`config.mk`:
```
export PLATFORM = sky130hd
export DESIGN_NAME = pmg_table
export DESIGN_NICKNAME = d
export VERILOG_FILES = /design/src/hdl/pmg_pkg.sv /design/src/hdl/pmg_table.sv
export SDC_FILE = /design/constraint.sdc
export NUM_CORES = 2
export LEC_CHECK = 0
export ABC_AREA = 1
export BUFFER_PORTS_ARGS = -buffer_cell sky130_fd_sc_hd__buf_2
export CORE_UTILIZATION = 53
export CTS_CLUSTER_SIZE = 12
export DETAILED_ROUTE_END_ITERATION = 6
export PLACE_DENSITY = 0.76
export SLEW_MARGIN = 15
export SYNTH_ARGS = -nofsm -noshare
export SYNTH_HDL_FRONTEND = slang
export SYNTH_SLANG_ARGS = --single-unit
```
`constraint.sdc`:
```
create_clock -name clk -period 6.7 [get_ports clk]
set_clock_uncertainty 0.15 [all_clocks]
set_input_delay 0.335 -clock clk [delete_from_list [all_inputs] [get_ports clk]]
set_output_delay 0.335 -clock clk [all_outputs]
set_load 0.05 [all_outputs]
```
`src/hdl/pmg_pkg.sv`:
```
// shared types, widths and codes for the point-mass gravity accumulator
// no dependencies; imported by every module of the block
package pmg_pkg;

	// default depth of the attractor table
	localparam int DEF_MAX_ATTRACTORS = 16;

	// datapath widths
	localparam int MAG_W  = 32;   // |attractor - body| per axis
	localparam int MUL_W  = 33;   // shared multiplier operand
	localparam int PROD_W = 66;   // shared multiplier product
	localparam int DIST_W = 66;   // squared distance
	localparam int ROOT_W = 33;   // floor square root of squared distance
	localparam int GM_W   = 64;   // gravity constant times mass
	localparam int DEN_W  = 99;   // squared distance times root
	localparam int NUM_W  = 97;   // gm times axis magnitude, before the Q16 shift
	localparam int QUO_W  = 59;   // term magnitude, clipped to the term limit

	localparam logic [QUO_W-1:0] TERM_LIMIT = {1'b1, {(QUO_W-1){1'b0}}};

	// input word command codes
	typedef enum logic {
		CMD_LOAD  = 1'b0,
		CMD_QUERY = 1'b1
	} cmd_t;

	// configuration register indexes
	typedef enum logic {
		CFG_GRAVITY = 1'b0,
		CFG_COUNT   = 1'b1
	} cfg_idx_t;

	// one attractor table entry
	typedef struct packed {
		logic [31:0] x;
		logic [31:0] y;
		logic [31:0] z;
		logic [31:0] mass;
	} attractor_t;

	// multiplier micro-ops, in issue order
	typedef enum logic [2:0] {
		OP_SQ0,
		OP_SQ1,
		OP_SQ2,
		OP_GM,
		OP_DEN_LO,
		OP_DEN_HI,
		OP_NUM_LO,
		OP_NUM_HI
	} op_t;

	// sequencer states
	typedef enum logic [3:0] {
		S_IDLE,
		S_NEXT,
		S_READ,
		S_DIFF,
		S_MUL,
		S_SQRT,
		S_DIVGO,
		S_DIV,
		S_OUT
	} state_t;

endpackage

```
`src/hdl/pmg_table.sv`:
```
// attractor table: one write port, one registered read port
// depends on pmg_pkg for the entry type
module pmg_table #(
	parameter int MAX_ATTRACTORS = pmg_pkg::DEF_MAX_ATTRACTORS,
	localparam int IDX_W = (MAX_ATTRACTORS > 1) ? $clog2(MAX_ATTRACTORS) : 1
) (
	input  logic                 clk,
	input  logic                 we,
	input  logic [IDX_W-1:0]     waddr,
	input  pmg_pkg::attractor_t  wdata,
	input  logic [IDX_W-1:0]     raddr,
	output pmg_pkg::attractor_t  rdata
);
	import pmg_pkg::*;

	attractor_t mem [MAX_ATTRACTORS];

	// write and registered read
	always_ff @(posedge clk) begin
		if (we) begin
			mem[waddr] <= wdata;
		end
		rdata <= mem[raddr];
	end

endmodule

```
Yosys cells after proc, flatten, opt, wreduce, memory -nomap -nowiden
Memory sizes are Yosys's and may differ from the RTL's. A register that Yosys moved wholly into a read port is not among the register bits.
Index checks and enable logic that the tools add are counted.

operators by class
  muxes and demuxes = 2

operators by type and width
  kind     count
  $mux W1  2

word-level totals
  bits in registers = 0
  RAM bits = 2048
  bits of input ports = 138
  output and inout port bits = 128
  memories kept = 1

memory list
  memory  depth  bits a word  rd ports  clocked after memory_dff  write ports  RTL line         RTL
  mem     16     128          1         1                         1            pmg_table.sv:16  attractor_t mem [MAX_ATTRACTORS];

Depth between registers and ports, before layout
  depth in word-level cells = 2
  depth in mapped cells = 11
  gate-level depth less buffers = 7

Worst setup path before layout
Ideal clock, no wire load.

  path type = input -> register
  start = in waddr[3]
  end = mem mem[10][0] (netlist bit) (enable)
  setup time = 0.616 ns
  data arrival time = 5.860 ns
  setup slack = 0.073 ns
  stages = 4
  buffers on the path = 0
  cell sequence = inv_1 nor2_1 nand2_1 nor2_1

RTL lines
  what                RTL line         RTL
  start: declaration  pmg_table.sv:9   input logic [IDX_W-1:0] waddr,
  end: declaration    pmg_table.sv:16

Straight into the memory's write port.

==> results.yml <==
outcome:
  status: "complete, no violations"
sta:
  relSlewSlack: 0.116
  max_slew.worst_pin.slew_ns: 1.33
  max_freq_mhz: 297
  min_period_over_period: 0.503
  rsz0062_at_grt: "no"
  setup-violations-final: 0
  period_minus_slack_ns: 3.37
  slew_viol_final: 0
  hold_violations: 0
  setup_tns_ns: 0
layout:
  fill_cells: 12200
  utilization: 0.602
  areaGrowthSynthToFinish_pct: 12.5
  final_nets: 8144
  drive_above_1_share: 0.0765
route:
  dr.pass1.iters: 5
  drc: 0
  ant_nets: 0
  dr_total_vias: 57500
  wl_per_cell_um: 20.9
  viasPerCell: 5.55
  drt_wl_total_mm: 217
  drtIter0Drc: 6671
critical_path:
  crit_arrival_ns: 3.97
  cp-start-kind: "input port"
  crit_required_ns: 7.29
  crit_type: "input port to flop"
  cp_max_fo: 81
  cp-end-kind: "flop"
clock_tree:
  h-tree-depth: 4
  cts_setup_buffers: 0
  clockRootBuffer: "clkbuf_16"
  clock_sinks: 2176
  cts_tree: "yes"
  clk_latency_ns: 0.86
  numCtsBuffers: 211
  path_clk_slew_ns: 0.06
  clock_tree.buffer_depth: 3
yosys:
  syn-num-nets: 7890
  yosys.area.top_type: "edfxtp_1"
  synth_cells: 7752
  ys_ff_latch: 2176
  synth_top_area_frac: 0.704
  seq_area_frac_synth: 0.734
  yosys-top-cells-area: "edfxtp_1, nand2_1, nand3_1, inv_1, dfxtp_1"
  synth.distinct_cells: 13
  synth-warning-count: 0
  synth_area_um2: 87300
  syn_area_per_cell_um2: 11.3
power:
  total_leakage_power_nw: 39.3
  power.density_nw_per_um2: 290
  vdd_drop_max_mv: 0.234
job:
  drv_cap: 0
global_route:
  grt_pass1_wl_mm: 327
  grt-ovfl-total: 0
  grt_pass1_vias: 55400
  grt_antenna_before_repair: 23
  grt_usage: 0.257
  grt_max_degree: 219
die:
  core_um2: 163000
  die_h_um: 408
  initial_core_util: 0.535
  die_area_um2: 166000
  rows: 148
  die_x_um: 408
  pin_count: 266
place:
  port_buffers: 265
  dp_hpwl_mm: 102
  routabilityCongestion: 0.777
worst_hold_path:
  min_path_type: "input port to flop"
## state kept, by name, indices dropped and copies added (netlist names)
signal	cells
mem	2048
rdata	128
## synth_stat cells (all sizes together)
master / instances
clkbuf: 99
nand3: 1457
inv: 820
buf: 326
edfxtp: 2048
or2: 19
nor2: 18
dfxtp: 128
nand2: 2837
## repair_timing
action                                  CTS  global route
hold buffers                            131             0
endpoints found under the hold margin  2095             0
resized for setup                         0             0
## placed cells by master, fill, tap and decap left out, drive strengths merged
cell type | synthesis | routed
bufinv | 0 | 3
dlygate4sd3 | 0 | 131
inv | 820 | 824
clkinvlp | 0 | 1
clkbuf | 99 | 357
nand3 | 1457 | 1457
edfxtp | 2048 | 2048
diode | 0 | 10
nor2 | 18 | 18
clkinv | 0 | 27
buf | 326 | 335
nand2 | 2837 | 2837
dfxtp | 128 | 128
or2 | 19 | 19
## worst paths after layout
| check | cells after the start | startpoint | to | slack, ns |
|---|---|---|---|---|
| worst min register to register | 6 | mem[14][53] | rdata[53] | 0.48 |
| worst max register to register | 6 | mem[4][7] | rdata[7] | 5.31 |
| worst min-delay path | 7 | raddr[0] | rdata[6] | 0.13 |
| worst max-delay path | 9 | raddr[1] | rdata[105] | 3.33 |
## worst max-delay path, cell delays in order
cell           delay [ns]
dlygate4sd3_1        0.58
buf_8                0.49
buf_4                0.78
buf_4                0.84
nand3_1              0.22
nand2_1              0.15
nand2_1              0.07
nand3_1              0.13
nand2_1              0.06
## metal layers
metal	GRT usage	vias to the layer above	share of wire
li1	-	26300	-
met1	0.343	27800	0.39
met2	0.425	2855	0.49
met3	0.0380	502	0.087
met4	0.105	22	0.037
met5	0	-	0.00061
## per-stage QoR
| stage | hold WS (ns) | worst slack [ns] | area, µm² | total power [mW] | instances |
|---|---|---|---|---|---|
| floorplan | 0.284 | 0.0735 | 87300 | 16.9 | 7752 |
| global placement | 0.480 | 3.13 | 90400 | 17.5 | 9835 |
| detailed placement | 0.483 | 3.09 | 90400 | 17.6 | 9837 |
| CTS | 0.0883 | 3.53 | 98200 | 28.6 | 10400 |
| global route | 0.152 | 3.32 | 98200 | 29.3 | 10400 |
| finish | 0.133 | 3.33 | 98200 | 28.5 | 10400 |
## logic make-up after synthesis
group,share of synthesized area
AND/OR/NAND/NOR,0.208
flip-flops,0.734
buffers and inverters,0.0589
## power by group
group,switching (mW),leakage [nW],internal (mW)
Sequential,0.124,19.6,15.2
Combinational,1.52,16.7,0.506
Clock,4.95,3.09,6.20
## layout make-up
class / instances / area, µm² / share of cell area
inverter: 820 / 3110 / 0.0316
tap: 2175 / 2720 / 0.0277
clock buffer: 357 / 5980 / 0.0609
clock inverter: 35 / 514 / 0.00524
multi-input combinational: 4331 / 18200 / 0.186
timing repair buffer: 466 / 3570 / 0.0364
antenna: 10 / 25.0 / 0.000255
sequential: 2176 / 64100 / 0.652
(Power assumes the default switching activity.)
