$ cat src/hdl/pmg_pkg.sv
// shared types, widths and codes for the point-mass gravity accumulator
// no dependencies; imported by every module of the block
package pmg_pkg;

	// default depth of the attractor table
	localparam int DEF_MAX_ATTRACTORS = 16;

	// datapath widths
	localparam int MAG_W  = 32;   // |attractor - body| per axis
	localparam int MUL_W  = 33;   // shared multiplier operand
	localparam int PROD_W = 66;   // shared multiplier product
	localparam int DIST_W = 66;   // squared distance
	localparam int ROOT_W = 33;   // floor square root of squared distance
	localparam int GM_W   = 64;   // gravity constant times mass
	localparam int DEN_W  = 99;   // squared distance times root
	localparam int NUM_W  = 97;   // gm times axis magnitude, before the Q16 shift
	localparam int QUO_W  = 59;   // term magnitude, clipped to the term limit

	localparam logic [QUO_W-1:0] TERM_LIMIT = {1'b1, {(QUO_W-1){1'b0}}};

	// input word command codes
	typedef enum logic {
		CMD_LOAD  = 1'b0,
		CMD_QUERY = 1'b1
	} cmd_t;

	// configuration register indexes
	typedef enum logic {
		CFG_GRAVITY = 1'b0,
		CFG_COUNT   = 1'b1
	} cfg_idx_t;

	// one attractor table entry
	typedef struct packed {
		logic [31:0] x;
		logic [31:0] y;
		logic [31:0] z;
		logic [31:0] mass;
	} attractor_t;

	// multiplier micro-ops, in issue order
	typedef enum logic [2:0] {
		OP_SQ0,
		OP_SQ1,
		OP_SQ2,
		OP_GM,
		OP_DEN_LO,
		OP_DEN_HI,
		OP_NUM_LO,
		OP_NUM_HI
	} op_t;

	// sequencer states
	typedef enum logic [3:0] {
		S_IDLE,
		S_NEXT,
		S_READ,
		S_DIFF,
		S_MUL,
		S_SQRT,
		S_DIVGO,
		S_DIV,
		S_OUT
	} state_t;

endpackage

$ cat src/hdl/pmg_mul.sv
// shared unsigned multiplier with a registered product
// depends on pmg_pkg for operand widths
module pmg_mul (
	input  logic                       clk,
	input  logic [pmg_pkg::MUL_W-1:0]  a,
	input  logic [pmg_pkg::MUL_W-1:0]  b,
	output logic [pmg_pkg::PROD_W-1:0] prod
);
	import pmg_pkg::*;

	// one product per cycle
	always_ff @(posedge clk) begin
		prod <= PROD_W'(a) * PROD_W'(b);
	end

endmodule

$ cat config.mk
export PLATFORM = sky130hd
export DESIGN_NAME = pmg_mul
export DESIGN_NICKNAME = d
export VERILOG_FILES = /design/src/hdl/pmg_pkg.sv /design/src/hdl/pmg_mul.sv
export SDC_FILE = /design/constraint.sdc
export NUM_CORES = 2
export LEC_CHECK = 0
export ABC_CLOCK_PERIOD_IN_PS = 16700
export BUFFER_PORTS_ARGS = -buffer_cell sky130_fd_sc_hd__buf_2
export CORE_ASPECT_RATIO = 1.4
export CORE_MARGIN = 3
export CORE_UTILIZATION = 60
export CTS_BUF_LIST = sky130_fd_sc_hd__clkbuf_4
export DETAILED_ROUTE_END_ITERATION = 6
export GPL_ROUTABILITY_DRIVEN = 0
export PLACE_DENSITY = 0.78
export SLEW_MARGIN = 0
export SYNTH_ARGS = -nofsm -noshare
export SYNTH_HDL_FRONTEND = slang
export SYNTH_SLANG_ARGS = --single-unit
$ cat constraint.sdc
create_clock -name clk -period 16.7 [get_ports clk]
set_input_delay 0 -clock clk [delete_from_list [all_inputs] [get_ports clk]]
set_output_delay 0 -clock clk [all_outputs]
set_load 0.05 [all_outputs]
Yosys cells after proc, flatten, opt, wreduce, memory -nomap -nowiden
Cells that the tools add are included.
{"block": "word_totals", "ff_bits": 66, "inputBits": 67, "elab_cells": 2}
{"block": "op_classes", "mul": 1}
{"operator": "$mul A33 B33 Y66", "count": 1}

Longest topological paths before layout
{"block": "depth", "ltp_word": 1, "ltp_mapped": 30, "depth_no_buf": 28}

Worst setup path after synthesis
No wires, ideal clock.
{"block": "synth_timing", "kind": "in2reg", "from": "input port b[0] (netlist name)", "to": "register prod[58] (netlist name)", "setup_ps": 72, "t_arrival_ps": 7032, "required_ps": 16628, "setup_slack_ps": 9596, "stages": 28, "path_cell_list": "clkbuf_1 > and2_1 > fa_1 > inv_1 > fa_1 > inv_1 > fa_1 > inv_1 > fa_1 > inv_1 > fa_1 > fa_1 > fa_1 > inv_1 > fa_1 > inv_1 > ha_1 > buf_2 > nand2_1 > or4_1 > or3_1 > o22ai_1 > o211a_1 > o21ai_2 > nand3b_4 > o31a_1 > o21ai_2 > xor2_1"}
{"block": "synth_between", "elab_chain_cells": 1}
{"element": "start, declared", "line_no": "pmg_mul.sv:6", "rtl": "input logic [pmg_pkg::MUL_W-1:0] b,"}
{"element": "$mul A33 B33 Y66", "line_no": "pmg_mul.sv:13", "rtl": "prod <= PROD_W'(a) * PROD_W'(b);"}
{"element": "end signal, assigned", "line_no": "pmg_mul.sv:13"}
{"element": "end, declared", "line_no": "pmg_mul.sv:7", "rtl": "output logic [pmg_pkg::PROD_W-1:0] prod"}
Every way passes these cells.

Worst setup path after layout
{"block": "layout_timing", "from": "input port a[17] (netlist name)", "to": "register prod[58] (netlist name)"}
{"block": "layout_between", "elab_chain_cells": 1}
{"element": "start, declared", "line_no": "pmg_mul.sv:5", "rtl": "input logic [pmg_pkg::MUL_W-1:0] a,"}
{"element": "$mul A33 B33 Y66", "line_no": "pmg_mul.sv:13"}
Every way passes these cells.

==> flow_metrics.py <==
metrics = {
    "floorplan": {
        "die-area_mm2": 0.0641,
        "start_util_pct": 60.9,
        "num_rows": 106,
        "die_x_um": 215,
        "die_h_um": 298,
        "ios": 133,
        "core_area_mm2": 0.0601,
    },
    "synth": {
        "yosysMostFrequentCell": "inv_1",
        "async_flop_share_pct": 0,
        "yosys-top-cells-area": "fa_1 (52%), inv_1 (11%), and2_1 (9.8%)",
        "yosys.area.top_type_share_pct": 52.4,
        "ys_seq_elements": 66,
        "synth-simple-area-share_pct": 17.0,
        "yosysWarnings": 0,
        "avgSynthCellArea_um2": 9.04,
        "synth_edf_count": 0,
        "yosysTopAreaCell": "fa_1",
        "synth_top_family_by_area": "adder cells",
        "syn_nets": 5338,
        "yosysSeqAreaShare_pct": 3.61,
        "synth_compound_area_share_pct": 3.45,
        "synthMuxAreaShare_pct": 0,
        "synth_flop_cell": "dfxtp_1",
        "synth-adder-area-share_pct": 61.5,
        "synth_cell_types": 57,
        "synth_xor_area_share_pct": 1.56,
        "syn_area_mm2": 0.0366,
        "syn_inst": 4048,
        "yosys-top-cells-count": "inv_1 (1048), fa_1 (958), and2_1 (574)",
    },
    "cells_and_area": {
        "top_register": "prod",
        "drive_above_1_share_pct": 4.06,
        "fin_nets": 5278,
        "layout.cells.non_filler": 4805,
        "n_fill_cell": 4983,
        "syn_to_final_growth_pct": 3.10,
        "largest_reg_flops": 66,
        "reg_top3": "prod: 66 flops",
    },
    "timing": {
        "layout_setup_ws_ns": 9.03,
        "min_period_over_period_pct": 45.9,
        "final-max-slew-violation-count": 0,
        "worst_pin_slew_ns": 0.969,
        "finalSetupTns_ns": 0,
        "finalHoldViolations": 0,
        "fmax_mhz": 130,
        "slew_headroom_pct": 35.4,
        "fin_crit_ns": 7.67,
        "rsz0062_at_grt": "false",
        "setup_viol": 0,
    },
    "worst_setup_path": {
        "start_kind": "primary input",
        "crit_required_ns": 17.10,
        "critPathKind": "in -> reg",
        "slowest_delay_ns": 0.73,
        "cp_max_fo": 33,
        "crit_family": "adder cells",
        "cp_common_cell": "fa_1",
        "end_kind": "flip-flop",
        "arrival_ns": 8.07,
        "cp_slowest_cell": "fa_1",
        "critPathBufInv": 4,
        "crit_chain": "buf_2 > nand2_1 > fa_1 > fa_1 > fa_1 > fa_1 > inv_1 > fa_1 > fa_1 > fa_1 > inv_1 > fa_1 > inv_1 > ha_1 > nand2_1 > or4_1 > or3_1 > o22ai_1 > o211a_1 > o21ai_2 > nand3b_4 > o31a_1 > o21ai_2 > xor2_1",
    },
    "detailed_routing": {
        "wl_per_cell_um": 21.5,
        "ant_nets": 0,
        "drtIter0Drc": 1613,
        "drc": 0,
        "vias": 27338,
        "drt-total-wl_um": 103000,
        "via_per_inst": 5.69,
        "dr.pass1.iters": 5,
    },
    "clock_network": {
        "cts.reportedPaths.clkPinSlew_ns": 0.14,
        "cts_hold_buf": 0,
        "ctsResizeCount": 0,
        "cts.sinks": 66,
        "postCtsSetupRepairBufs": 0,
        "cts_inserted_buffers": 9,
        "cts-root-buf": "clkbuf_4",
        "cts_max_level": 3,
        "cts_buffer_depth": 2,
        "cts_tree": "yes",
    },
    "placement": {
        "pre_cts_ws_ns": 8.70,
        "port_buffers": 132,
        "hpwlAfterDp_um": 81800,
        "dp_cells": 4787,
    },
    "global_routing": {
        "grt_overflow_total": 0,
        "grt_max_degree": 34,
        "antenna_found_initial": 2,
        "track_usage_pct": 33.4,
        "grt_pass1_vias": 30673,
        "grt_pass1_wl_um": 163000,
    },
    "run": {
        "max_cap_viol_count": 0,
    },
    "min_path": {
        "hp-class": "in -> reg",
    },
    "run_status": {
        "status": "complete, no violations",
    },
}
-- cell usage in the layout (no fill, tap or decap), drive strengths merged, types with 4 or more instances in the layout --
master	instances
nor2	33
and4	4
buf	140
and3	7
nand3	10
nand2	568
nor2b	6
fa	958
a21oi	73
nor3	4
and2	574
xnor2	41
ha	265
o21bai	8
a21o	31
a211oi	5
o21a	7
a31oi	6
o21ai	40
nand4	16
inv	1049
xor2	24
dfxtp	66
clkbuf	10
-- final cells by class --
type	count	area, µm²	share of cell area (%)
Inverter	1049	3940	10.4
Timing Repair Buffer	140	721	1.91
Clock inverter	6	115	0.305
Tap cell	810	1010	2.69
Antenna cell	2	5.00	0.0133
Clock buffer	10	75.1	0.199
Sequential cell	66	1320	3.50
Multi-Input combinational cell	2722	30600	81.0
-- path summary, 6_finish.rpt --
path | start | depth (start not counted) | slack (ns) | endpoint
setup / recovery | a[17] | 24 | 9.03 | prod[58]
hold / removal | b[0] | 2 | 0.14 | prod[0]
-- per-stage QoR --
step                utilization [%]  hold slack, ns  instance area, µm²
global route                   62.8          0.0940               37700
finish                         62.8           0.138               37700
global placement               62.5           0.469               37500
floorplan                         -           0.127               36600
detailed placement             62.5           0.468               37500
CTS                            62.8          0.0965               37700
-- cell families (layout without fill, tap and decap cells) --
logic type / after synthesis / after routing
xor+xnor: 65 / 65
simple gates: 1233 / 1233
buf+inv: 1260 / 1205
compound gates: 201 / 201
fa+ha+maj: 1223 / 1223
other cells: 0 / 2
flops: 66 / 66
-- routing by layer --
metal  share of wire [%]  GRT usage (%)  wire [µm]  up-vias
met3                 6.5           4.50       6760      530
met2                  50           57.2      51400     1350
met5               0.013              0         13        -
met1                  31           34.3      31700    14066
met4                  13           33.4      13500        2
li1                    -              -          -    11390
Power is left out: the tool's default activity adds up to more than one toggle a clock period on the data nets, which glitch-free logic cannot reach.
