==> config.mk <==
export PLATFORM = sky130hd
export DESIGN_NAME = pmg_sqrt
export DESIGN_NICKNAME = d
export VERILOG_FILES = /design/src/hdl/pmg_pkg.sv /design/src/hdl/pmg_sqrt.sv
export SDC_FILE = /design/constraint.sdc
export NUM_CORES = 1
export LEC_CHECK = 0
export ABC_AREA = 1
export BUFFER_PORTS_ARGS = -buffer_cell sky130_fd_sc_hd__buf_2
export CORE_MARGIN = 10
export CORE_UTILIZATION = 59
export CTS_BUF_LIST = sky130_fd_sc_hd__clkbuf_16
export CTS_CLUSTER_DIAMETER = 100
export DETAILED_ROUTE_END_ITERATION = 12
export GPL_ROUTABILITY_DRIVEN = 0
export GPL_TIMING_DRIVEN = 0
export PLACE_DENSITY = 0.81
export SYNTH_ARGS = -nofsm -noshare
export SYNTH_HDL_FRONTEND = slang
export SYNTH_SLANG_ARGS = --single-unit
==> constraint.sdc <==
create_clock -name clk -period 3.5 [get_ports clk]
set_input_delay 0.7 -clock clk [delete_from_list [all_inputs] [get_ports clk]]
set_output_delay 0.7 -clock clk [all_outputs]
set_load 0.03 [all_outputs]
==> src/hdl/pmg_pkg.sv <==
// shared types, widths and codes for the point-mass gravity accumulator
// no dependencies; imported by every module of the block
package pmg_pkg;

	// default depth of the attractor table
	localparam int DEF_MAX_ATTRACTORS = 16;

	// datapath widths
	localparam int MAG_W  = 32;   // |attractor - body| per axis
	localparam int MUL_W  = 33;   // shared multiplier operand
	localparam int PROD_W = 66;   // shared multiplier product
	localparam int DIST_W = 66;   // squared distance
	localparam int ROOT_W = 33;   // floor square root of squared distance
	localparam int GM_W   = 64;   // gravity constant times mass
	localparam int DEN_W  = 99;   // squared distance times root
	localparam int NUM_W  = 97;   // gm times axis magnitude, before the Q16 shift
	localparam int QUO_W  = 59;   // term magnitude, clipped to the term limit

	localparam logic [QUO_W-1:0] TERM_LIMIT = {1'b1, {(QUO_W-1){1'b0}}};

	// input word command codes
	typedef enum logic {
		CMD_LOAD  = 1'b0,
		CMD_QUERY = 1'b1
	} cmd_t;

	// configuration register indexes
	typedef enum logic {
		CFG_GRAVITY = 1'b0,
		CFG_COUNT   = 1'b1
	} cfg_idx_t;

	// one attractor table entry
	typedef struct packed {
		logic [31:0] x;
		logic [31:0] y;
		logic [31:0] z;
		logic [31:0] mass;
	} attractor_t;

	// multiplier micro-ops, in issue order
	typedef enum logic [2:0] {
		OP_SQ0,
		OP_SQ1,
		OP_SQ2,
		OP_GM,
		OP_DEN_LO,
		OP_DEN_HI,
		OP_NUM_LO,
		OP_NUM_HI
	} op_t;

	// sequencer states
	typedef enum logic [3:0] {
		S_IDLE,
		S_NEXT,
		S_READ,
		S_DIFF,
		S_MUL,
		S_SQRT,
		S_DIVGO,
		S_DIV,
		S_OUT
	} state_t;

endpackage

==> src/hdl/pmg_sqrt.sv <==
// digit-by-digit integer square root, two radicand bits per cycle
// depends on pmg_pkg for widths
module pmg_sqrt (
	input  logic                       clk,
	input  logic                       arst_n,
	input  logic                       start,
	input  logic [pmg_pkg::DIST_W-1:0] radicand,
	output logic                       done,
	output logic [pmg_pkg::ROOT_W-1:0] root
);
	import pmg_pkg::*;

	localparam int REM_W = ROOT_W + 1;

	logic              busy_q;
	logic              done_q;
	logic [5:0]        cnt_q;
	logic [DIST_W-1:0] rad_q;
	logic [REM_W-1:0]  rem_q;
	logic [ROOT_W-1:0] root_q;

	logic [REM_W+1:0]  rem_sh;
	logic [REM_W+1:0]  trial;
	logic              ge;

	// one trial subtract per step
	always_comb begin
		rem_sh = {rem_q, rad_q[DIST_W-1 -: 2]};
		trial  = {1'b0, root_q, 2'b01};
		ge     = rem_sh >= trial;
	end

	// step control
	always_ff @(posedge clk or negedge arst_n) begin
		if (!arst_n) begin
			busy_q <= 1'b0;
			done_q <= 1'b0;
			cnt_q  <= '0;
		end else if (start) begin
			busy_q <= 1'b1;
			done_q <= 1'b0;
			cnt_q  <= 6'(ROOT_W - 1);
		end else if (busy_q) begin
			cnt_q  <= cnt_q - 6'd1;
			busy_q <= (cnt_q != '0);
			done_q <= (cnt_q == '0);
		end else begin
			done_q <= 1'b0;
		end
	end

	// remainder and root
	always_ff @(posedge clk) begin
		if (start) begin
			rad_q  <= radicand;
			rem_q  <= '0;
			root_q <= '0;
		end else if (busy_q) begin
			rad_q  <= {rad_q[DIST_W-3:0], 2'b00};
			rem_q  <= ge ? REM_W'(rem_sh - trial) : REM_W'(rem_sh);
			root_q <= {root_q[ROOT_W-2:0], ge};
		end
	end

	assign done = done_q;
	assign root = root_q;

endmodule

; After elaboration in Yosys (flattened, before gate mapping)
; Cells that the tools add are included.
[totals]
inputBits = 69
out_inout_bits = 34
wordCells = 21
ff_bits = 141
[classes]
muxes = 9
order_cmp = 1
n_reduce_logical = 3
addsub = 2
[ops]
columns = cell, count
row1 = $mux W66, 2
row2 = $ge A36 B35 Y1, 1
row3 = $mux W34, 1
row4 = $sub A34 B34 Y34, 1
row5 = $mux W6, 2
row6 = $logic_not A6 Y1, 1
row7 = $reduce_bool A6 Y1, 1
row8 = $sub A6 B1 Y6 const B, 1
row9 = $mux W1, 4
row10 = $reduce_bool A2 Y1, 1

; Longest topological paths before layout
[depth]
word_depth = 3
depth_mapped = 17
mapped_depth_nobuf = 17

; Worst setup path after synthesis
; No wires, ideal clock.
[synth_path]
kind = input port to flip-flop
from = input port start
to = register rad_q[0] (enable)
setup_ns = 0.456
path_stages = 4
arrival_ns = 3.201
setup_slack_ns = -0.157
required_ns = 3.044
n_path_buf = 2
cell_sequence = clkbuf_1 -> nor2_1 -> clkinv_1 -> clkbuf_1
[synth_between]
elab_chain_len = 1
[synth_lines]
columns = item, line_no
row1 = start: declaration, pmg_sqrt.sv:6  ; input logic start,
row2 = $reduce_bool A2 Y1 (no source line), --
row3 = end signal: assignment, pmg_sqrt.sv:55  ; rad_q <= radicand;
row4 = end signal: assignment, pmg_sqrt.sv:59  ; rad_q <= {rad_q[DIST_W-3:0], 2'b00};
row5 = end: declaration, pmg_sqrt.sv:18  ; logic [DIST_W-1:0] rad_q;
; No other way between the ends.
; A chain may end at the register's enable or synchronous reset.

; Final worst setup path
[layout_path]
from = register rad_q[64]
to = register rem_q[28]
[layout_between]
elab_chain_len = 2
elab_cells_between_ends = 3
classes_between = 1 x add/sub / 1 x order compare / 1 x mux
[layout_lines]
columns = item, line_no
row1 = $sub A34 B34 Y34 / $ge A36 B35 Y1 (equally long branches), "pmg_sqrt.sv:60, pmg_sqrt.sv:30"
row2 = $mux W34 *, pmg_sqrt.sv:60  ; rem_q <= ge ? REM_W'(rem_sh - trial) : REM_W'(rem_sh);
row3 = end signal: assignment, pmg_sqrt.sv:60
row4 = end: declaration, pmg_sqrt.sv:19  ; logic [REM_W-1:0] rem_q;
; Mark *: on every way between the ends. The rest lies on a longest branch, timed or not.

==> metrics <==
area share of the largest cell type after synthesis=0.242; First-pass DRT Iterations=5; via count=7751; FMAX=roughly 0.40 GHz; Area Growth Syn to Fin=16.2%; most common cell after layout, fill and taps aside=nand2_1; Crit path largest cell delay=approximately 500 ps; Buf/Inv on CP=3; Max IR drop VDD=approximately 0.48 mV; Nets=1404; slowest stage cell, crit path=edfxtp_1; via density per instance=between 5 and 6; Die Span X=139 um; 1st-iter DRT viols=around 780; post-synthesis cell count=approximately 1200; root buffer cell=clkbuf_16; first-pass GRT wire length=approximately 35000 um; final wirelength=approximately 21000 um; core area=roughly 14000 um2; CP Cell Sequence=inv_1 -> ha_1 -> inv_1 -> nand2_1 -> nand2_1 -> nand4_1 -> nand3_2 -> nand2_1 -> nand2_1 -> nand2_4 -> buf_2 -> nand3b_1 -> nand3_1 -> nand2_1; post-CTS setup buffer count=0; Ant. Diodes=0; Longest Clk Path Bufs=2; kind of critical path=reg -> reg; port bufs=~100; global route total overflow=0; setup slack after layout=990 ps; sequential fraction of the synthesis area=0.424; dpl cell area=~9100 um2; period utilization=0.717; initial antenna violation count=0; CP Data Required Time=roughly 3800 ps; crit end category=flop; Reg clk slew, reported paths=approximately 60 ps; worst hold-check path type=in -> async; CTS buffer count=17; pwr/cell area=910 nW/um2; Final Hold Viols=0; CTS Sinks=roughly 140; Reg power frac=0.258; DR WL/cell=about 14 um; Rel. slew slack=0.566; Initial Utilization=0.601; layout cells sized above 1=0.123; CTS tree=yes; Synth Cell Area=between 8000 and 9000 um2; top cells by area, synth=nand2_1 24%, edfxtp_1 24%, dfxtp_1 16%, inv_1 6.9%, ha_1 5.6%; run status=completed; Yosys cell types=35; vias in the first global route=slightly below 8000; crit path launch type=flop; Max Clock Skew=between 7 and 8 ps; synth warn=0; post-route cell area=about 9700 um2; Die Height=around 140 um; DRC errors left=0; leakage=slightly above 5 nW; clock power share=0.204; cell family with most CP delay=simple AND/OR/NAND/NOR gates; CP arrival=roughly 2800 ps; switch share=0.457; Yosys reg bits=between 100 and 150; RSZ-0062 raised after global routing=no; Comb pwr share=0.538; WHS=103 ps; Slew Viols, Final=0; row count=between 40 and 50; Slew @ Worst Pin=approximately 650 ps; H-tree Lvls=4; crit-path most repeated cell=nand2_1; largest net degree at the start of global routing=67; Max FO, Critical Path=10; Internal=0.00477 W; Place WS=roughly 700 ps; Net Switching=0.00402 W; Avg Cell Area, Syn=7.06 um2; IO Count=about 100; syn_nets=between 1000 and 1500; latest clock arrival within the worst-skew pair=430 ps; total track usage=0.218; # hold bufs at CTS=0; Max-cap violations=0; PostCTS Resize Cnt=0; ANT nets after route=0; final setup fails=0; min Tclk post-route=2510 ps; total die area=between 15000 and 20000 um2; most frequent cells in the layout=536 x nand2_1, 152 x inv_1, 106 x buf_2; dpl hpwl=16100 um; area leader, netlist=nand2_1
==> routing by layer <==
layer / track usage / vias up / share of wire
met5: 0 / - / 0
met1: 0.247 / 3471 / 0.42
met4: 0.0988 / 0 / 0.029
li1: - / 3962 / -
met2: 0.369 / 257 / 0.47
met3: 0.0675 / 61 / 0.077
==> metrics by stage <==
stage | total power, W | utilization | setup TNS, ps | instances
3_5_place_dp | 0.00689 | 0.656 | 0 | 1459
5_1_grt | 0.00954 | 0.698 | 0 | 1490
6_report | 0.00879 | 0.698 | 0 | 1490
4_1_cts | 0.00871 | 0.698 | 0 | 1490
2_1_floorplan | 0.00583 | - | 0 | 1177
3_3_place_gp | 0.00678 | 0.654 | -5200 | 1458
==> synthesized netlist by cell type <==
library cell and n:
ha_1 37, xor2_1 9, nor3_1 10, buf_6 2
o21ai_0 19, nand2_4 1, buf_8 1, a21o_1 1
clkbuf_1 22, nand3_1 61, nand2_2 6, nand2_8 1
a21oi_1 31, xnor2_1 7, inv_2 1, nand3b_1 25
dfrtp_1 8, or2_2 1, dfxtp_1 67, buf_2 5
a21oi_4 1, edfxtp_1 66, nand4_1 8, nor4_1 2
nand2_1 536, clkinv_1 1, o21bai_1 2, inv_1 152
nand3_2 1, and2_1 1, buf_1 4, nor2_2 5
nor2_1 47, nor2_4 3, o22ai_1 33
==> kinds of logic after synthesis <==
family,share of synthesized area
xor+xnor,0.0169
fa+ha+maj,0.0557
compound gates,0.0596
buf+inv,0.0888
flops,0.424
simple gates,0.355
==> power by group through the flow <==
stage	clock network, W	registers [W]	logic, W
CTS	0.00181	0.00226	0.00464
global route	0.00188	0.00230	0.00535
global placement	0	0.00229	0.00450
floorplan	0	0.00227	0.00356
finish	0.00179	0.00227	0.00473
detailed placement	0	0.00229	0.00460
==> state kept, by name, indices dropped and copies added, names as in the netlist <==
name / count
done: 1
rad_q: 66
rem_q: 34
root: 33
cnt_q: 6
busy_q: 1
==> path summary, 6_finish.rpt <==
check / depth (start not counted) / slack, ps / start / to
max: 14 / 990 / rad_q[64] / rem_q[28]
min: 1 / 100 / arst_n / cnt_q[5]
max reg2reg: 14 / 990 / rad_q[64] / rem_q[28]
min reg2reg: 2 / 470 / rem_q[32] / rem_q[32]
max in group asynchronous: 1 / 3220 / arst_n / cnt_q[3]
min in group clk: 2 / 470 / rem_q[32] / rem_q[32]
==> final cells by class <==
class	count	area [um2]
tap	180	225
fill	1194	4170
timing repair buffer	102	533
clock buffer	17	425
multi-input combinational	848	4050
sequential	141	3520
clock inverter	14	158
buffer	34	164
inverter	154	578
==> worst reg2reg max path, delay by kind of cell (launching register included) <==
| family | cells | cell delay, ps |
|---|---|---|
| DFF | 1 | 500 |
| adders and majority gates | 1 | 190 |
| and+or+nand+nor | 10 | 1170 |
| buffers and inverters | 3 | 540 |
Power figures use the tool's default switching activity.
