$ cat config.mk
export PLATFORM = sky130hd
export DESIGN_NAME = pmg_div
export DESIGN_NICKNAME = d
export VERILOG_FILES = /design/src/hdl/pmg_pkg.sv /design/src/hdl/pmg_div.sv
export SDC_FILE = /design/constraint.sdc
export NUM_CORES = 1
export LEC_CHECK = 0
export BUFFER_PORTS_ARGS = -buffer_cell sky130_fd_sc_hd__buf_2
export CORE_MARGIN = 2
export CORE_UTILIZATION = 59
export DETAILED_ROUTE_END_ITERATION = 16
export PLACE_DENSITY = 0.82
export SLEW_MARGIN = 20
export SYNTH_ARGS = -nofsm -noshare
export SYNTH_HDL_FRONTEND = slang
export SYNTH_SLANG_ARGS = --single-unit
export TNS_END_PERCENT = 5
$ cat constraint.sdc
create_clock -name clk -period 4.3 [get_ports clk]
set_input_delay 0.215 -clock clk [delete_from_list [all_inputs] [get_ports clk]]
set_output_delay 0.215 -clock clk [all_outputs]
set_load 0.02 [all_outputs]
$ cat src/hdl/pmg_pkg.sv
// shared types, widths and codes for the point-mass gravity accumulator
// no dependencies; imported by every module of the block
package pmg_pkg;

	// default depth of the attractor table
	localparam int DEF_MAX_ATTRACTORS = 16;

	// datapath widths
	localparam int MAG_W  = 32;   // |attractor - body| per axis
	localparam int MUL_W  = 33;   // shared multiplier operand
	localparam int PROD_W = 66;   // shared multiplier product
	localparam int DIST_W = 66;   // squared distance
	localparam int ROOT_W = 33;   // floor square root of squared distance
	localparam int GM_W   = 64;   // gravity constant times mass
	localparam int DEN_W  = 99;   // squared distance times root
	localparam int NUM_W  = 97;   // gm times axis magnitude, before the Q16 shift
	localparam int QUO_W  = 59;   // term magnitude, clipped to the term limit

	localparam logic [QUO_W-1:0] TERM_LIMIT = {1'b1, {(QUO_W-1){1'b0}}};

	// input word command codes
	typedef enum logic {
		CMD_LOAD  = 1'b0,
		CMD_QUERY = 1'b1
	} cmd_t;

	// configuration register indexes
	typedef enum logic {
		CFG_GRAVITY = 1'b0,
		CFG_COUNT   = 1'b1
	} cfg_idx_t;

	// one attractor table entry
	typedef struct packed {
		logic [31:0] x;
		logic [31:0] y;
		logic [31:0] z;
		logic [31:0] mass;
	} attractor_t;

	// multiplier micro-ops, in issue order
	typedef enum logic [2:0] {
		OP_SQ0,
		OP_SQ1,
		OP_SQ2,
		OP_GM,
		OP_DEN_LO,
		OP_DEN_HI,
		OP_NUM_LO,
		OP_NUM_HI
	} op_t;

	// sequencer states
	typedef enum logic [3:0] {
		S_IDLE,
		S_NEXT,
		S_READ,
		S_DIFF,
		S_MUL,
		S_SQRT,
		S_DIVGO,
		S_DIV,
		S_OUT
	} state_t;

endpackage

$ cat src/hdl/pmg_div.sv
// restoring divider for one acceleration term, one quotient bit per cycle
// depends on pmg_pkg for widths and the term limit
module pmg_div (
	input  logic                      clk,
	input  logic                      arst_n,
	input  logic                      start,
	input  logic [pmg_pkg::NUM_W-1:0] num,
	input  logic [pmg_pkg::DEN_W-1:0] den,
	output logic                      done,
	output logic [pmg_pkg::QUO_W-1:0] quo,
	output logic                      sat
);
	import pmg_pkg::*;

	// dividend is num shifted up by 16; bits at and above QUO_W form the first remainder
	localparam int TOP_LSB = QUO_W - 16;
	localparam int TOP_W   = NUM_W - TOP_LSB;

	logic             busy_q;
	logic             done_q;
	logic             presat_q;
	logic [5:0]       cnt_q;
	logic [DEN_W-1:0] rem_q;
	logic [QUO_W-1:0] low_q;
	logic [QUO_W-1:0] q_q;

	logic [TOP_W-1:0] top;
	logic             big;
	logic [DEN_W:0]   r_sh;
	logic [DEN_W:0]   r_sub;
	logic             ge;
	logic             over;

	// quotient too large before any step, and the per-step trial subtract
	always_comb begin
		top   = num[NUM_W-1:TOP_LSB];
		big   = DEN_W'(top) >= den;
		r_sh  = {rem_q, low_q[QUO_W-1]};
		r_sub = r_sh - {1'b0, den};
		ge    = r_sh >= {1'b0, den};
		over  = q_q > TERM_LIMIT;
	end

	// step control
	always_ff @(posedge clk or negedge arst_n) begin
		if (!arst_n) begin
			busy_q   <= 1'b0;
			done_q   <= 1'b0;
			presat_q <= 1'b0;
			cnt_q    <= '0;
		end else if (start) begin
			busy_q   <= !big;
			done_q   <= big;
			presat_q <= big;
			cnt_q    <= 6'(QUO_W - 1);
		end else if (busy_q) begin
			cnt_q  <= cnt_q - 6'd1;
			busy_q <= (cnt_q != '0);
			done_q <= (cnt_q == '0);
		end else begin
			done_q <= 1'b0;
		end
	end

	// remainder, dividend bits and quotient
	always_ff @(posedge clk) begin
		if (start) begin
			rem_q <= DEN_W'(top);
			low_q <= {num[TOP_LSB-1:0], 16'd0};
			q_q   <= '0;
		end else if (busy_q) begin
			rem_q <= ge ? r_sub[DEN_W-1:0] : r_sh[DEN_W-1:0];
			low_q <= {low_q[QUO_W-2:0], 1'b0};
			q_q   <= {q_q[QUO_W-2:0], ge};
		end
	end

	// clip to the term limit
	assign done = done_q;
	assign sat  = presat_q | over;
	assign quo  = (presat_q | over) ? TERM_LIMIT : q_q;

endmodule

# ---- Word level (Yosys, flattened, before mapping)
# Cells that the tools add are included.
dict set report totals {
  in_bits 199
  register_bits 210
}
dict set report classes {
  add_sub_neg 2
  magnitude_cmp 3
  reduce_logical 4
  muxes 12
  n_bitwise 1
}
# op n
set op_table {}
lappend op_table {{$mux W59} 3}
lappend op_table {{$mux W54} 2}
lappend op_table {{$ge A100 B99 Y1} 1}
lappend op_table {{$ge A54 B99 Y1} 1}
lappend op_table {{$mux W99} 1}
lappend op_table {{$sub A99 B99 Y99} 1}
lappend op_table {{$gt A59 B59 Y1 const B} 1}
lappend op_table {{$mux W6} 2}
lappend op_table {{$logic_not A6 Y1} 1}
lappend op_table {{$reduce_bool A6 Y1} 1}
lappend op_table {{$sub A6 B1 Y6 const B} 1}
lappend op_table {{$mux W1} 4}
lappend op_table {{$reduce_bool A2 Y1} 1}
lappend op_table {{$logic_not A1 Y1} 1}
lappend op_table {{$or A1 B1 Y1} 1}

# ---- Depth between registers and ports, before layout
# Gate-level depths: netlist (run 1).
dict set report logic_depth {
  depth_word 4
  depth_mapped 17
}

# ---- Worst setup path after synthesis (run 1)
# Ideal clock, no wire load.
dict set report synth_path {
  path_kind {register to register}
  start {register rem_q[5]}
  end {register rem_q[89]}
  setup_ps 122
  required_ps 4178
  path_buffers 0
  stages_incl_launch_ff 14
  path_slack_ps 849
  t_arrival_ps 3329
  path_cell_list {edfxtp_1 > ha_1 > a211oi_2 > o21bai_2 > a311oi_2 > a31oi_1 > o21ai_1 > or3b_1 > a221o_2 > a31o_4 > a21oi_4 > nor2_1 > mux2i_1 > a221o_1}
}
dict set report synth_between {
  elab_chain_cells 2
  elab_cells_between_ends 3
}
# element line_no
set synth_lines {}
lappend synth_lines {{start, declared} pmg_div.sv:23} ;# logic [DEN_W-1:0] rem_q;
lappend synth_lines {{start signal, assigned} pmg_div.sv:68} ;# rem_q <= DEN_W'(top);
lappend synth_lines {{start signal, assigned} pmg_div.sv:72} ;# rem_q <= ge ? r_sub[DEN_W-1:0] : r_sh[DEN_W-1:0];
lappend synth_lines {{$sub A99 B99 Y99 or $ge A100 B99 Y1 (tied branches)} {pmg_div.sv:39, pmg_div.sv:40}}
lappend synth_lines {{$mux W99 *} pmg_div.sv:72}
# Every way passes the cells marked *; elsewhere a longest branch is shown, timed or not.
# A chain may end at the register's enable or synchronous reset.

# ---- Worst setup path after layout (run 1)
dict set report layout_path {
  start {register rem_q[6]}
  end {register rem_q[89]}
}
# The elaborated chain is that of the path after synthesis.

==> results.sh, run 1 <==
export IMPL_status="completed"
export IMPL_async_flop_share_pct=4.286
export IMPL_fp_dieH_um=175.7
export IMPL_max_slew_margin_rel_pct=31.93
export IMPL_clock_root_buffer="clkbuf_16"
export IMPL_cts_buffer_depth=3
export IMPL_synth_flop_cell="dfxtp_1"
export IMPL_fin_tns_setup_ns=0
export IMPL_muxShareOfSynthArea_pct=7.588
export IMPL_yosys_warnings=0
export IMPL_crit_arrival_ns=4.51
export IMPL_cts_tree="yes"
export IMPL_min_delay_start="num[10]"
export IMPL_hold_class="input port to register"
export IMPL_hold_worst_slack_ns=0.01311
export IMPL_row_count=62
export IMPL_instances_no_fill=2761
export IMPL_syn_avg_cell_area_um2=8.280
export IMPL_routabilityCongestion=0.9770
export IMPL_die_w_um=175.7
export IMPL_crit_path_end_kind="register"
export IMPL_hold_path_end="low_q[26]"
export IMPL_synth_seq_cells=210
export IMPL_finalNetCount=2714
export IMPL_p_sw_uw=1795
export IMPL_syn_area_um2=17400
export IMPL_fin_crit_sh_pct=95.15
export IMPL_critPathRequiredTime_ns=4.72
export IMPL_worstReg2RegStart="rem_q[6]"
export IMPL_synthAdderAreaFrac_pct=11.26
export IMPL_leakage_uw=0.009819
export IMPL_max_cap_violations=0
export IMPL_synth_top_family_by_area="compound AO/OA/AOI/OAI gates"
export IMPL_io_buffer_count=259
export IMPL_vias=16912
export IMPL_synth_cell_types=82
export IMPL_grt_pass1_wl_mm=81.46
export IMPL_yosys_area_share_simple_pct=17.38
export IMPL_clk_latency_ns=0.54
export IMPL_synth_compound_area_share_pct=23.01
export IMPL_io_pins=260
export IMPL_switching_share_pct=30.68
export IMPL_start_util_pct=60.28
export IMPL_p_comb_share_pct=25.2
export IMPL_setup_viol=0
export IMPL_synth_xor_area_share_pct=4.833
export IMPL_routedWlPerCell_um=18.72
export IMPL_reg2reg_setup_slack_ns=0.21
export IMPL_synth_edf_count=97
export IMPL_firstDrtPassIters=6
export IMPL_die_area_um2=30870
export IMPL_timing_final_max_slew_violations=0
export IMPL_cp_max_fo=6
export IMPL_drc=0
export IMPL_wl_mm=51.68
export IMPL_antenna_found_initial=0
export IMPL_internal_power_uw=4055
export IMPL_drive_above_1_share_pct=17.67
export IMPL_finalPower_uw=5849
export IMPL_syn_inst=2101
export IMPL_p_per_area_nw_per_um2=287.6
export IMPL_synth_seq_area_share_pct=30.01
export IMPL_grt_max_degree=124
export IMPL_r2r_end="rem_q[89]"
export IMPL_ir_worst_vdd_v=0.0002639
export IMPL_dp_cells=2663
export IMPL_overflow=0
export IMPL_antenna_cells=0
export IMPL_rsz0062_at_grt="no"
export IMPL_skew_ns=0.01885
export IMPL_drtAntennaViolNets=0
export IMPL_min_path_cells=2
export IMPL_globalRouteTotalUtil_pct=32.35
export IMPL_path_clk_slew_ns=0.06
export IMPL_syn_num_nets=2456
export IMPL_rr_worst_depth=13
export IMPL_clkPwrFrac_pct=36.3
export IMPL_hold_violations=0
export IMPL_worst_slew_pin_slew_ns=1.021
export IMPL_fmax_mhz=244.4
export IMPL_clock_sink_count=210
export IMPL_core_um2=28860
export IMPL_cts_made_buffers=25
export IMPL_critPathLaunchType="register"
export IMPL_post_route_min_period_ns=4.092
export IMPL_dp_hpwl_mm=37.63
export IMPL_htree_levels=1
export IMPL_vias_per_cell=6.125
export IMPL_synthToLayoutAreaGrowth_pct=16.92
export IMPL_grt_pass1_vias=16460
export IMPL_power_frac_seq_pct=38.6
export IMPL_crit_type="register to register"
export IMPL_dr_first_iter_drc_count=1385
==> power by group through the flow <==
stage	combinational (uW)	sequential [uW]	clock, uW
floorplan	1010	2280	0
global placement	1350	2290	0
detailed placement	1380	2290	0
CTS	1440	2250	2130
global route	1620	2260	2220
finish	1470	2260	2120
==> cell type report <==
type	count	area, um2
timing repair buffer	341	2088
tap	384	480.5
multi-input combinational	1627	11160
clock buffer	31	668.1
fill	2334	8519
sequential	210	5224
clock inverter	14	136.4
inverter	154	580.6
==> repair_timing <==
item | CTS | global route
gates resized for setup | 0 | 1
hold endpoints to repair | 60 | 1
hold buffers | 52 | 1
setup buffers | 0 | 0
endpoints found under the setup margin | 0 | 19
==> routing by layer <==
metal  GRT usage [%]  wire (um)  vias to the layer above  part of all wire [%]
met1           40.38      21520                     7898                    42
met3           3.528       2813                      176                   5.4
met4           15.39       2618                        0                   5.1
li1                -          -                     8161                     -
met5               0          0                        -                     0
met2           55.97      24730                      677                    48
==> worst max-delay path by stage <==
stage          slack [ns]      start  cells after the start         to
2_1_floorplan        0.85   rem_q[5]                     13  rem_q[89]
3_3_place_gp         0.32     den[0]                     15  rem_q[92]
3_5_place_dp         0.21  low_q[58]                     15  rem_q[82]
4_1_cts              0.17  low_q[58]                     15  rem_q[93]
5_1_grt              0.05  rem_q[13]                     13  rem_q[89]
6_report             0.21   rem_q[6]                     13  rem_q[89]
==> worst max-delay path, cell delays in order, from the launching register on <==
cell	delay [ns]
edfxtp_1	0.39
ha_1	0.36
o21ai_0	0.35
o21bai_2	0.14
a311oi_2	0.32
a31oi_1	0.22
o21ai_1	0.23
or3b_1	0.42
a221o_2	0.43
a31o_4	0.30
a21oi_4	0.27
nor2_1	0.10
mux2i_1	0.13
a221o_1	0.32
==> synthesized netlist by cell type (all sizes together), types with 12 or more instances <==
cell / count / area share (%)
a211oi: 41 / 1.8
a21o: 66 / 2.8
a21oi: 213 / 6.2
a31oi: 20 / 0.81
and2: 12 / 0.43
and3: 15 / 0.54
and4: 12 / 0.60
buf: 23 / 0.71
clkbuf: 87 / 1.9
dfxtp: 104 / 12
edfxtp: 97 / 17
ha: 155 / 11
inv: 154 / 3.3
mux2: 63 / 4.1
mux2i: 61 / 3.5
nand2: 149 / 3.2
nand2b: 14 / 0.50
nand3: 29 / 0.83
nand4: 50 / 1.8
nor2: 187 / 4.0
nor2b: 73 / 2.6
nor3: 25 / 0.75
nor4: 34 / 1.2
o211ai: 24 / 1.1
o21a: 17 / 0.73
o21ai: 137 / 3.9
o21bai: 23 / 1.0
o31ai: 14 / 0.63
xnor2: 58 / 2.9
xor2: 38 / 1.9
==> registers in the layout, indices dropped and copies added (netlist names) <==
| signal | flops |
|---|---|
| presat_q | 1 |
| done | 1 |
| cnt_q | 6 |
| rem_q | 99 |
| q_q | 59 |
| busy_q | 1 |
| low_q | 43 |
==> placed cells by master (no fill, tap or decap), types with 50 or more instances in the layout <==
master and n:
nor2b_1 73, nor2_1 187, buf_2 258, o21ai_0 133, nand2_1 149, dfxtp_1 104
a21oi_1 210, xnor2_1 58, dlygate4sd3_1 53, edfxtp_1 97, a21o_1 66, mux2_2 63
mux2i_1 61, nand4_1 50, inv_1 152, ha_1 155
==> kinds of logic after synthesis <==
| family | after synthesis |
|---|---|
| simple gates | 620 |
| compound gates | 631 |
| xor+xnor | 96 |
| buf+inv | 264 |
| fa+ha+maj | 156 |
| flops | 210 |
| mux | 124 |
==> metrics by stage <==
stage / instance area, um2 / setup WS (ns) / util, %
global placement: 19000 / 0.3173 / 65.83
detailed placement: 19000 / 0.2098 / 65.83
global route: 20340 / 0.04589 / 70.48
CTS: 20320 / 0.1691 / 70.43
floorplan: 17400 / 0.8494 / -
finish: 20340 / 0.2085 / 70.48
Power figures use the tool's default switching activity.
==> inputs of run 2 (changes only) <==
--- a/config.mk
+++ b/config.mk
@@ -6,6 +6,7 @@
 export NUM_CORES = 1
 export LEC_CHECK = 0
 export BUFFER_PORTS_ARGS = -buffer_cell sky130_fd_sc_hd__buf_2
+export CAP_MARGIN = 10
 export CORE_MARGIN = 2
 export CORE_UTILIZATION = 59
 export DETAILED_ROUTE_END_ITERATION = 16
==> constraint.sdc (replaced) <==
create_clock -name clk -period 4.3 [get_ports clk]
set_input_delay 0.43 -clock clk [delete_from_list [all_inputs] [get_ports clk]]
set_output_delay 0.43 -clock clk [all_outputs]
set_load 0.02 [all_outputs]
==> results.sh, run 2 (synthesis gave the netlist of run 1 again) <==
export IMPL_status="completed"
export IMPL_crit_path_end_kind="register"
export IMPL_grt_max_degree=86
export IMPL_synthToLayoutAreaGrowth_pct=13.98
export IMPL_clock_root_buffer="clkbuf_16"
export IMPL_timing_final_max_slew_violations=0
export IMPL_skew_ns=0.01010
export IMPL_r2r_end="rem_q[89]"
export IMPL_cts_tree="yes"
export IMPL_start_util_pct=60.28
export IMPL_min_path_cells=2
export IMPL_finalNetCount=2671
export IMPL_dr_first_iter_drc_count=1241
export IMPL_ff_latch_area_um2=5224
export IMPL_globalRouteTotalUtil_pct=30.38
export IMPL_crit_type="register to register"
export IMPL_critPathLaunchType="register"
export IMPL_largest_register_ffs=99
export IMPL_ir_worst_vdd_v=0.0002539
export IMPL_die_area_um2=30870
export IMPL_p_per_area_nw_per_um2=287.9
export IMPL_dp_hpwl_mm=37.51
export IMPL_cp_max_fo=9
export IMPL_overflow=0
export IMPL_crit_arrival_ns=4.51
export IMPL_largest_register="rem_q"
export IMPL_setup_viol=0
export IMPL_worst_slew_pin_slew_ns=1.064
export IMPL_hold_worst_slack_ns=0.1855
export IMPL_cts_buffer_depth=3
export IMPL_max_slew_margin_rel_pct=29.09
export IMPL_leakage_uw=0.009630
export IMPL_mostFrequentLayoutCells="258 x buf_2, 210 x a21oi_1, 187 x nor2_1"
export IMPL_firstDrtPassIters=6
export IMPL_vias=16495
export IMPL_clk_latency_ns=0.53
export IMPL_reg_top3="rem_q: 99 flops, q_q: 59 flops, low_q: 43 flops"
export IMPL_min_delay_start="num[0]"
export IMPL_routabilityCongestion=0.9676
export IMPL_fillers=2407
export IMPL_hold_path_end="low_q[16]"
export IMPL_wl_mm=49.04
export IMPL_row_count=62
export IMPL_routedWlPerCell_um=18.03
export IMPL_multi_input_area_um2=11160
export IMPL_fp_dieH_um=175.7
export IMPL_dp_slack_ns=0.1480
export IMPL_cp_startpoint="rem_q[13]"
export IMPL_reg2reg_setup_slack_ns=0.20
export IMPL_worstReg2RegStart="rem_q[13]"
export IMPL_fmax_mhz=244.1
export IMPL_hold_class="input port to register"
export IMPL_io_buffer_count=259
export IMPL_post_cts_buffers=0
export IMPL_antenna_found_initial=1
export IMPL_rsz0062_at_grt="yes"
export IMPL_instances_no_fill=2719
export IMPL_path_clk_slew_ns=0.06
export IMPL_vias_per_cell=6.067
export IMPL_stdcell_area_um2=19830
export IMPL_drive_above_1_share_pct=18.25
export IMPL_cts_made_buffers=24
export IMPL_post_route_min_period_ns=4.097
export IMPL_layout_commonest_cell="buf_2"
export IMPL_die_w_um=175.7
export IMPL_hold_violations=0
export IMPL_fin_ws_ns=0.2030
export IMPL_dpl_cell_area_um2=19050
export IMPL_grt_pass1_wl_mm=77.71
export IMPL_io_pins=260
export IMPL_utilization_pct=68.71
export IMPL_core_um2=28860
export IMPL_drtAntennaViolNets=0
export IMPL_rr_worst_depth=13
export IMPL_critPathRequiredTime_ns=4.72
export IMPL_drc=0
export IMPL_grt_pass1_vias=15938
export IMPL_max_cap_violations=0
export IMPL_clock_sink_count=210
export IMPL_dp_cells=2673
export IMPL_htree_levels=1
export IMPL_fin_crit_sh_pct=95.28
[run 2: critical path, cell delays in order (launching register included)]
cell      delay, ns
edfxtp_1       0.39
ha_1           0.41
a21oi_1        0.23
o21ai_0        0.20
a311oi_2       0.35
a31oi_1        0.23
o21ai_1        0.20
or3b_1         0.42
a221o_2        0.43
a31o_4         0.29
a21oi_4        0.27
nor2_1         0.11
mux2i_1        0.13
a221o_1        0.32
[run 2: power by group]
group	internal [uW]	switching [uW]
Clock	1170	867
Combinational	598	824
Sequential	2200	49.5
[run 2: how the worst max path moves through the flow]
stage                end  slack [ns]  depth (start not counted)
4_1_cts        rem_q[89]        0.31                         13
3_5_place_dp   rem_q[89]        0.15                         15
2_1_floorplan  rem_q[89]        0.75                         14
6_report       rem_q[89]        0.20                         13
3_3_place_gp   rem_q[89]        0.23                         15
5_1_grt        rem_q[14]      -0.009                         16
[run 2: area by class of cell]
type                            instances  share of cell area [%]
Multi-Input combinational cell       1627                   56.27
Sequential cell                       210                   26.35
Clock inverter                         14                  0.6689
Inverter                              154                   2.928
Timing Repair Buffer                  299                   8.159
Clock buffer                           30                   3.193
Tap cell                              384                   2.423
Antenna cell                            1                 0.01262
[run 2: routing by layer]
metal / vias to the layer above / track usage, % / part of all wire (%)
li1: 8064 / - / -
met1: 7757 / 38.44 / 43
met2: 550 / 53.35 / 48
met3: 124 / 3.355 / 5.3
met4: 0 / 11.40 / 3.8
met5: - / 0 / 0
[run 2: metrics by stage]
step           setup TNS [ns]  total power, uW
2_1_floorplan               0             3284
3_3_place_gp                0             3649
3_5_place_dp                0             3683
4_1_cts                     0             5705
5_1_grt             -0.009079             5961
6_report                    0             5709
[run 2: repair_timing]
item,4_1_cts,5_1_grt
resized for setup,0,1
hold buffers,1,0
setup endpoints to repair,0,2
hold endpoints to repair,9,0
